--- src/rtl/core/md4_pkg.sv ---
// md4 digest core shared constants and step helper functions
package md4_pkg;

   localparam int WordWidth  = 32;
   localparam int BlockWords = 16;
   localparam int StepCount  = 48;

   localparam logic [31:0] IV_A = 32'h67452301;
   localparam logic [31:0] IV_B = 32'hefcdab89;
   localparam logic [31:0] IV_C = 32'h98badcfe;
   localparam logic [31:0] IV_D = 32'h10325476;
   localparam logic [31:0] K2   = 32'h5a827999;
   localparam logic [31:0] K3   = 32'h6ed9eba1;
   localparam logic [7:0]  PAD_BYTE = 8'h80;

   // message word used by a step
   function automatic logic [3:0] word_sel(input logic [5:0] j);
      logic [3:0] w;
      case (j[5:4])
         2'd0:    w = j[3:0];
         2'd1:    w = {j[1:0], j[3:2]};
         default: w = {j[0], j[1], j[2], j[3]};
      endcase
      return w;
   endfunction

   // rotate amount for a step
   function automatic logic [4:0] rot_amt(input logic [5:0] j);
      logic [4:0] s;
      case ({j[5:4], j[1:0]})
         4'h0, 4'h4, 4'h8: s = 5'd3;
         4'h1:             s = 5'd7;
         4'h2, 4'ha:       s = 5'd11;
         4'h3:             s = 5'd19;
         4'h5:             s = 5'd5;
         4'h6, 4'h9:       s = 5'd9;
         4'h7:             s = 5'd13;
         4'hb:             s = 5'd15;
         default:          s = 5'd3;
      endcase
      return s;
   endfunction

   function automatic logic [31:0] rotl(input logic [31:0] v, input logic [4:0] s);
      logic [63:0] dbl;
      dbl = {v, v} << s;
      return dbl[63:32];
   endfunction

endpackage

--- src/rtl/core/md4_message_digest_core.sv ---
// md4 hash core: byte intake, block store in ram, 48 step compression, digest out
// a byte beat is taken while idle; the 64th byte of a block starts a compression
// (one read prefetch, 48 steps, one chain add) with ready low and no bytes taken;
// an end beat adds up to 18 padding writes and one or two compressions, then four
// digest beats; throughput is set by the single compression datapath on the ram
// reset clears control state, bit count and byte position, chain loads md4 iv
module md4_message_digest_core import md4_pkg::*; (
   input  logic        clock,
   input  logic        reset,
   input  logic        req_valid,
   output logic        req_ready,
   input  logic [7:0]  req_data_byte,
   input  logic        req_has_byte,
   input  logic        req_end_of_message,
   output logic        rsp_valid,
   input  logic        rsp_ready,
   output logic [31:0] rsp_digest_word,
   output logic [1:0]  rsp_word_index,
   output logic        rsp_last_word
);

   typedef enum logic [2:0] {
      S_IDLE, S_PAD, S_ZERO, S_CRD, S_CMP, S_CADD, S_OUT
   } state_type;

   state_type   state_ff, state_in;
   logic [5:0]  pos_ff, pos_in;
   logic [63:0] cnt_ff, cnt_in;
   logic [31:0] acc_ff, acc_in;
   logic [31:0] chain_ff [4];
   logic [31:0] chain_in [4];
   logic [31:0] a_ff, b_ff, c_ff, d_ff, a_in, b_in, c_in, d_in;
   logic [5:0]  j_ff, j_in;
   logic [4:0]  wc_ff, wc_in;
   logic        pend_ff, pend_in, padded_ff, padded_in, final_ff, final_in;
   logic [1:0]  idx_ff, idx_in;

   logic                 wr_en;
   logic [3:0]           wr_addr, rd_addr;
   logic [WordWidth-1:0] wr_data, rd_data;
   logic [31:0]          f_val, k_val, t_sum, pad_word;

   md4_ram #(.Width(WordWidth), .Depth(BlockWords)) u_block_ram (
      .clock   (clock),
      .wr_en   (wr_en),
      .wr_addr (wr_addr),
      .wr_data (wr_data),
      .rd_addr (rd_addr),
      .rd_data (rd_data)
   );

   // round function and step sum
   always_comb begin
      case (j_ff[5:4])
         2'd0: begin
            f_val = (b_ff & c_ff) | (~b_ff & d_ff);
            k_val = '0;
         end
         2'd1: begin
            f_val = (b_ff & c_ff) | (b_ff & d_ff) | (c_ff & d_ff);
            k_val = K2;
         end
         default: begin
            f_val = b_ff ^ c_ff ^ d_ff;
            k_val = K3;
         end
      endcase
      t_sum = a_ff + f_val + rd_data[31:0] + k_val;
   end

   // word holding the pad byte: earlier lanes kept, later lanes zero
   always_comb begin
      for (int l = 0; l < 4; l++) begin
         if (l < int'(pos_ff[1:0])) begin
            pad_word[8*l +: 8] = acc_ff[8*l +: 8];
         end else if (l == int'(pos_ff[1:0])) begin
            pad_word[8*l +: 8] = PAD_BYTE;
         end else begin
            pad_word[8*l +: 8] = 8'h00;
         end
      end
   end

   // next state
   always_comb begin
      state_in  = state_ff;
      pos_in    = pos_ff;
      cnt_in    = cnt_ff;
      acc_in    = acc_ff;
      chain_in  = chain_ff;
      a_in      = a_ff;
      b_in      = b_ff;
      c_in      = c_ff;
      d_in      = d_ff;
      j_in      = j_ff;
      wc_in     = wc_ff;
      pend_in   = pend_ff;
      padded_in = padded_ff;
      final_in  = final_ff;
      idx_in    = idx_ff;
      wr_en     = 1'b0;
      wr_addr   = pos_ff[5:2];
      wr_data   = '0;
      rd_addr   = word_sel(j_ff + 6'd1);
      req_ready = (state_ff == S_IDLE);
      rsp_valid = (state_ff == S_OUT);

      case (state_ff)
         S_IDLE: begin
            if (req_valid) begin
               if (req_has_byte) begin
                  acc_in[8*pos_ff[1:0] +: 8] = req_data_byte;
                  cnt_in = cnt_ff + 64'd8;
                  pos_in = pos_ff + 6'd1;
                  if (pos_ff[1:0] == 2'd3) begin
                     wr_en   = 1'b1;
                     wr_data = {req_data_byte, acc_ff[23:0]};
                  end
                  if (pos_ff == 6'd63) begin
                     state_in = S_CRD;
                  end
               end
               if (req_end_of_message) begin
                  pend_in = 1'b1;
                  if (!(req_has_byte && pos_ff == 6'd63)) begin
                     state_in = S_PAD;
                  end
               end
            end
         end
         S_PAD: begin
            wr_en     = 1'b1;
            wr_data   = pad_word;
            padded_in = 1'b1;
            final_in  = (pos_ff[5:3] != 3'd7);
            wc_in     = {1'b0, pos_ff[5:2]} + 5'd1;
            state_in  = (pos_ff[5:2] == 4'd15) ? S_CRD : S_ZERO;
         end
         S_ZERO: begin
            wr_en   = 1'b1;
            wr_addr = wc_ff[3:0];
            if (final_ff && wc_ff[3:0] == 4'd14) begin
               wr_data = cnt_ff[31:0];
            end else if (final_ff && wc_ff[3:0] == 4'd15) begin
               wr_data = cnt_ff[63:32];
            end
            wc_in = wc_ff + 5'd1;
            if (wc_ff[3:0] == 4'd15) begin
               state_in = S_CRD;
            end
         end
         S_CRD: begin
            rd_addr  = word_sel(6'd0);
            a_in     = chain_ff[0];
            b_in     = chain_ff[1];
            c_in     = chain_ff[2];
            d_in     = chain_ff[3];
            j_in     = 6'd0;
            state_in = S_CMP;
         end
         S_CMP: begin
            a_in = d_ff;
            d_in = c_ff;
            c_in = b_ff;
            b_in = rotl(t_sum, rot_amt(j_ff));
            j_in = j_ff + 6'd1;
            if (j_ff == 6'(StepCount - 1)) begin
               state_in = S_CADD;
            end
         end
         S_CADD: begin
            chain_in[0] = chain_ff[0] + a_ff;
            chain_in[1] = chain_ff[1] + b_ff;
            chain_in[2] = chain_ff[2] + c_ff;
            chain_in[3] = chain_ff[3] + d_ff;
            if (!pend_ff) begin
               state_in = S_IDLE;
            end else if (!padded_ff) begin
               state_in = S_PAD;
            end else if (!final_ff) begin
               final_in = 1'b1;
               wc_in    = 5'd0;
               state_in = S_ZERO;
            end else begin
               idx_in   = 2'd0;
               state_in = S_OUT;
            end
         end
         S_OUT: begin
            if (rsp_ready) begin
               idx_in = idx_ff + 2'd1;
               if (idx_ff == 2'd3) begin
                  chain_in[0] = IV_A;
                  chain_in[1] = IV_B;
                  chain_in[2] = IV_C;
                  chain_in[3] = IV_D;
                  cnt_in    = '0;
                  pos_in    = '0;
                  pend_in   = 1'b0;
                  padded_in = 1'b0;
                  final_in  = 1'b0;
                  state_in  = S_IDLE;
               end
            end
         end
         default: state_in = S_IDLE;
      endcase
   end

   // result beat fields
   assign rsp_digest_word = chain_ff[idx_ff];
   assign rsp_word_index  = idx_ff;
   assign rsp_last_word   = (idx_ff == 2'd3);

   // state and datapath registers
   always_ff @(posedge clock) begin
      if (reset) begin
         state_ff    <= S_IDLE;
         pos_ff      <= '0;
         cnt_ff      <= '0;
         chain_ff[0] <= IV_A;
         chain_ff[1] <= IV_B;
         chain_ff[2] <= IV_C;
         chain_ff[3] <= IV_D;
         j_ff        <= '0;
         wc_ff       <= '0;
         pend_ff     <= 1'b0;
         padded_ff   <= 1'b0;
         final_ff    <= 1'b0;
         idx_ff      <= '0;
      end else begin
         state_ff  <= state_in;
         pos_ff    <= pos_in;
         cnt_ff    <= cnt_in;
         chain_ff  <= chain_in;
         j_ff      <= j_in;
         wc_ff     <= wc_in;
         pend_ff   <= pend_in;
         padded_ff <= padded_in;
         final_ff  <= final_in;
         idx_ff    <= idx_in;
      end
      acc_ff <= acc_in;
      a_ff   <= a_in;
      b_ff   <= b_in;
      c_ff   <= c_in;
      d_ff   <= d_in;
   end

   // no input taken while digest beats are pending
   a_no_overlap: assert property (@(posedge clock) disable iff (reset)
      rsp_valid |-> !req_ready)
      else $error("input taken during digest output");

   // block store is never written while the compression reads it
   a_no_write_cmp: assert property (@(posedge clock) disable iff (reset)
      (state_ff == S_CMP || state_ff == S_CRD) |-> !wr_en)
      else $error("block store written during compression");

   // digest is only shown once padding has completed
   a_out_padded: assert property (@(posedge clock) disable iff (reset)
      rsp_valid |-> (pend_ff && padded_ff && final_ff))
      else $error("digest shown before padding done");

   // a full block always leads into a compression
   a_block_cmp: assert property (@(posedge clock) disable iff (reset)
      (req_valid && req_ready && req_has_byte && pos_ff == 6'd63) |=> state_ff == S_CRD)
      else $error("full block did not start compression");

endmodule

--- src/rtl/core/md4_ram.sv ---
// generic single write port ram with registered read
module md4_ram #(
   parameter int Width = 32,
   parameter int Depth = 16
) (
   input  logic                     clock,
   input  logic                     wr_en,
   input  logic [$clog2(Depth)-1:0] wr_addr,
   input  logic [Width-1:0]         wr_data,
   input  logic [$clog2(Depth)-1:0] rd_addr,
   output logic [Width-1:0]         rd_data
);

   logic [Width-1:0] mem_ff [Depth];

   // write and registered read
   always_ff @(posedge clock) begin
      if (wr_en) begin
         mem_ff[wr_addr] <= wr_data;
      end
      rd_data <= mem_ff[rd_addr];
   end

endmodule
--- config.mk ---
export PLATFORM = sky130hd
export DESIGN_NAME = md4_message_digest_core
export DESIGN_NICKNAME = d
export VERILOG_FILES = /design/src/rtl/core/md4_pkg.sv /design/src/rtl/core/md4_message_digest_core.sv /design/src/rtl/core/md4_ram.sv
export SDC_FILE = /design/constraint.sdc
export NUM_CORES = 2
export LEC_CHECK = 0
export BUFFER_PORTS_ARGS = -buffer_cell sky130_fd_sc_hd__buf_4
export CAP_MARGIN = 30
export CORE_ASPECT_RATIO = 0.5
export CORE_MARGIN = 2
export CORE_UTILIZATION = 35
export DETAILED_ROUTE_END_ITERATION = 10
export GPL_TIMING_DRIVEN = 0
export PLACE_DENSITY_LB_ADDON = 0.08
export SKIP_LAST_GASP = 1
export SYNTH_ARGS = -nofsm -noshare
export SYNTH_HDL_FRONTEND = slang
export SYNTH_SLANG_ARGS = --single-unit
--- constraint.sdc ---
create_clock -name clock -period 14 [get_ports clock]
set_input_delay 0 -clock clock [delete_from_list [all_inputs] [get_ports clock]]
set_output_delay 0 -clock clock [all_outputs]
set_load 0.02 [all_outputs]
==> impl_results.md <==
- Status: finished, final reports clean
- CP Class: reg -> reg
- RSZ-0062 raised after global routing: no
- Max-cap violations: 0
- Clk slew on worst S/H paths: 70 ps
- # fillers: 13680
- WL per Instance: 27.4 um
- Number of synthesized flops with an enable pin: 664
- Slew headroom: 0.238
- Library cells used by synthesis: 89
- Final Cycle Share: 0.574
- Most frequent cells in the layout: nand2_1 (814), edfxtp_1 (664), nor2_1 (319)
- Leakage power: 0.0200 uW
- Final setup vio count: 0
- Syn Area/Cell: 10.3 sq um
- Netlist Area Pre-Place: 49900 sq um
- Resized cells post-CTS: 0
- Worst setup margin: 5960 ps
- Most common cell after layout, fill and taps aside: nand2_1
- Area growth syn-to-layout: 14.2%
- Post-synth ARST share: 0
- Routed Wire Length: 193000 um
- Sw power: 2260 uW
- Inst Count DP: 6840
- Number of antenna violations at the first check in global routing: 2
- I/O Buffers: 49
- Top_reg_cell synth: edfxtp_1
- Comb power frac: 0.216
- Switching Share: 0.316
- Crit Path Max Fanout: 10
- Setup_tns: 0 ps
- DP HPWL: 146000 um
- Clock Sinks: 913
- Worst skew pair latency: 760 ps
- #FFs+latches synth: 913
- Routed Antenna Nets: 0
- Total Die Area: 146000 sq um
- Vias in the first global route: 37604
- Total power: 7160 uW
- Worst slew pin tran: 1130 ps
- Pre-CTS setup slack: 6160 ps
- Root buffer cell: clkbuf_16
- Yosys warns: 0
- First-pass GRT wire length: 274000 um
- Flop pwr share: 0.420
- Slew Limit Fails: 0
- Largest net degree at the start of global routing: 83
- Drt pass-1 iters: 5
- Initial Util: 0.355
- Post-Synthesis Cells: 4840
- Initial DRC Count: 4013
- Via density: 5.66
- Top Ports: 51
- Signal arrival time at the worst endpoint: 8490 ps
- Sequential fraction of the synthesis area: 0.500
- Post-route cell area: 57000 sq um
- Final Skew: 54.1 ps
- Achievable frequency: 124 MHz
- Crit end category: flip-flop
- Nets: 5351
- Post-DP Area: 53700 sq um
- PD cells: 126 nW/um^2
- Pint: 4890 uW
- Hold crit path type: in -> reg
- CTS Buf Count: 91
- Clock Tree Buf Depth: 3
- Placer Congestion: 0.941
- DR vias: 39820
- Crit path launch type: flip-flop
- Non-filler cells in the finished layout: 7031
- TritonCTS clock tree: done
- Share of layout cells above drive strength 1: 0.0724
- Setup bufs post-CTS: 0
- Row count: 97
- Fin. Hold Viols: 0
- Clock share of power: 0.364
- Syn_nets: 5120
- Die width: 538 um
- Minimum clock period: 8040 ps
- Worst vdd ir: 0.0879 mV
- H-Tree Level Count: 3
- GRT overflow: 0
- Core Region: 141000 sq um
- Required @ worst endpoint: 14450 ps
- Global-route usage over all layers: 0.260
- Die Span Y: 271 um
- DRC viols: 0
==> worst max-delay path, stage by stage (launching register included) <==
cell and delay [ps]:
dfxtp_1 300, buf_2 290, clkbuf_1 580, buf_1 710, a21oi_1 130, o21ai_0 650
fa_1 540, ha_1 310, ha_1 190, inv_1 60, fa_1 420, nand2b_1 190
a21o_1 260, a2111oi_4 620, o31ai_2 200, xnor2_1 330, mux2i_1 190, a221oi_1 790
mux2i_1 290, and2_1 250, a311oi_1 460
==> layer usage <==
metal	up-vias	global-route usage	share of wire
li1	18259	-	-
met1	19959	0.383	0.47
met2	1378	0.397	0.44
met3	224	0.0428	0.066
met4	0	0.0602	0.023
met5	-	0	0
==> cells in the mapped netlist, drive strengths merged (15+ instances only) <==
| library cell | number | area, sq um |
|---|---|---|
| nand2 | 814 | 3060 |
| edfxtp | 664 | 19900 |
| nor2 | 340 | 1280 |
| a21oi | 320 | 1610 |
| dfxtp | 249 | 4980 |
| clkbuf | 236 | 886 |
| a211oi | 200 | 1510 |
| o21ai | 198 | 991 |
| ha | 175 | 2190 |
| and2 | 171 | 1070 |
| inv | 150 | 563 |
| mux2i | 100 | 1000 |
| xor2 | 96 | 841 |
| a31oi | 91 | 569 |
| fa | 91 | 1820 |
| nand3 | 87 | 435 |
| xnor2 | 81 | 709 |
| nor3 | 76 | 385 |
| a21o | 73 | 556 |
| a311oi | 70 | 613 |
| mux4 | 45 | 1010 |
| nand4 | 39 | 244 |
| or3 | 37 | 231 |
| and3 | 34 | 213 |
| o211ai | 31 | 233 |
| o21a | 31 | 233 |
| buf | 28 | 133 |
| nand2b | 28 | 175 |
| a22oi | 26 | 195 |
| o22ai | 23 | 144 |
| nor2b | 20 | 125 |
| nor4 | 17 | 119 |
| o21bai | 17 | 128 |
| o221ai | 15 | 131 |
==> layout make-up <==
class | count | area (sq um) | share of cell area
clock buffer | 121 | 2420 | 0.0425
buffer | 264 | 1020 | 0.0179
timing repair buffer | 138 | 1510 | 0.0266
clock inverter | 50 | 652 | 0.0114
sequential | 913 | 24900 | 0.438
tap | 1881 | 2350 | 0.0413
inverter | 152 | 576 | 0.0101
multi-input combinational | 3511 | 23500 | 0.413
antenna | 1 | 2.50 | 0.0000439
==> repair_timing <==
action	CTS	global route
setup endpoints to repair	0	0
hold buffers	15	0
hold endpoints to repair	99	0
==> power by group through the flow <==
stage	logic (uW)	registers (uW)	clock network (uW)
floorplan	980	3040	0
global placement	1480	3070	0
detailed placement	1500	3060	0
CTS	1520	3010	2650
global route	1660	3010	2760
finish	1540	3010	2610
==> sequential cells by signal, indices dropped and copies added (netlist names), named ones only <==
name,count
a_ff,32
acc_ff,24
b_ff,32
c_ff,32
chain_ff,128
cnt_ff,61
d_ff,32
final_ff,1
j_ff,6
padded_ff,1
pend_ff,1
pos_ff,6
rsp_word_index,2
state_ff,3
u_block_ram.mem_ff,512
u_block_ram.rd_data,32
wc_ff,4
==> through the flow <==
step	utilization	hold slack, ps
detailed placement	0.382	286
global placement	0.374	276
global route	0.405	148
finish	0.405	152
floorplan	-	168
CTS	0.405	102
==> worst paths after layout <==
check	startpoint	end	slack, ps	cells past startpoint
min reg2reg	cnt_ff[61]	cnt_ff[61]	510	2
max reg2reg	j_ff[4]	b_ff[6]	5960	20
min	req_data_byte[7]	acc_ff[23]	150	3
max	j_ff[4]	b_ff[6]	5960	20
==> cell families (layout without fill, tap and decap cells) <==
family	Yosys count	in the layout	synth area share
compound gates	1218	1218	0.162
xor+xnor	177	177	0.0311
fa+ha+maj	266	266	0.0804
buf+inv	416	725	0.0319
flops	913	913	0.500
mux	156	156	0.0429
other cells	0	1	0
simple gates	1694	1694	0.152
No activity file was read; power rests on OpenSTA's default activity.
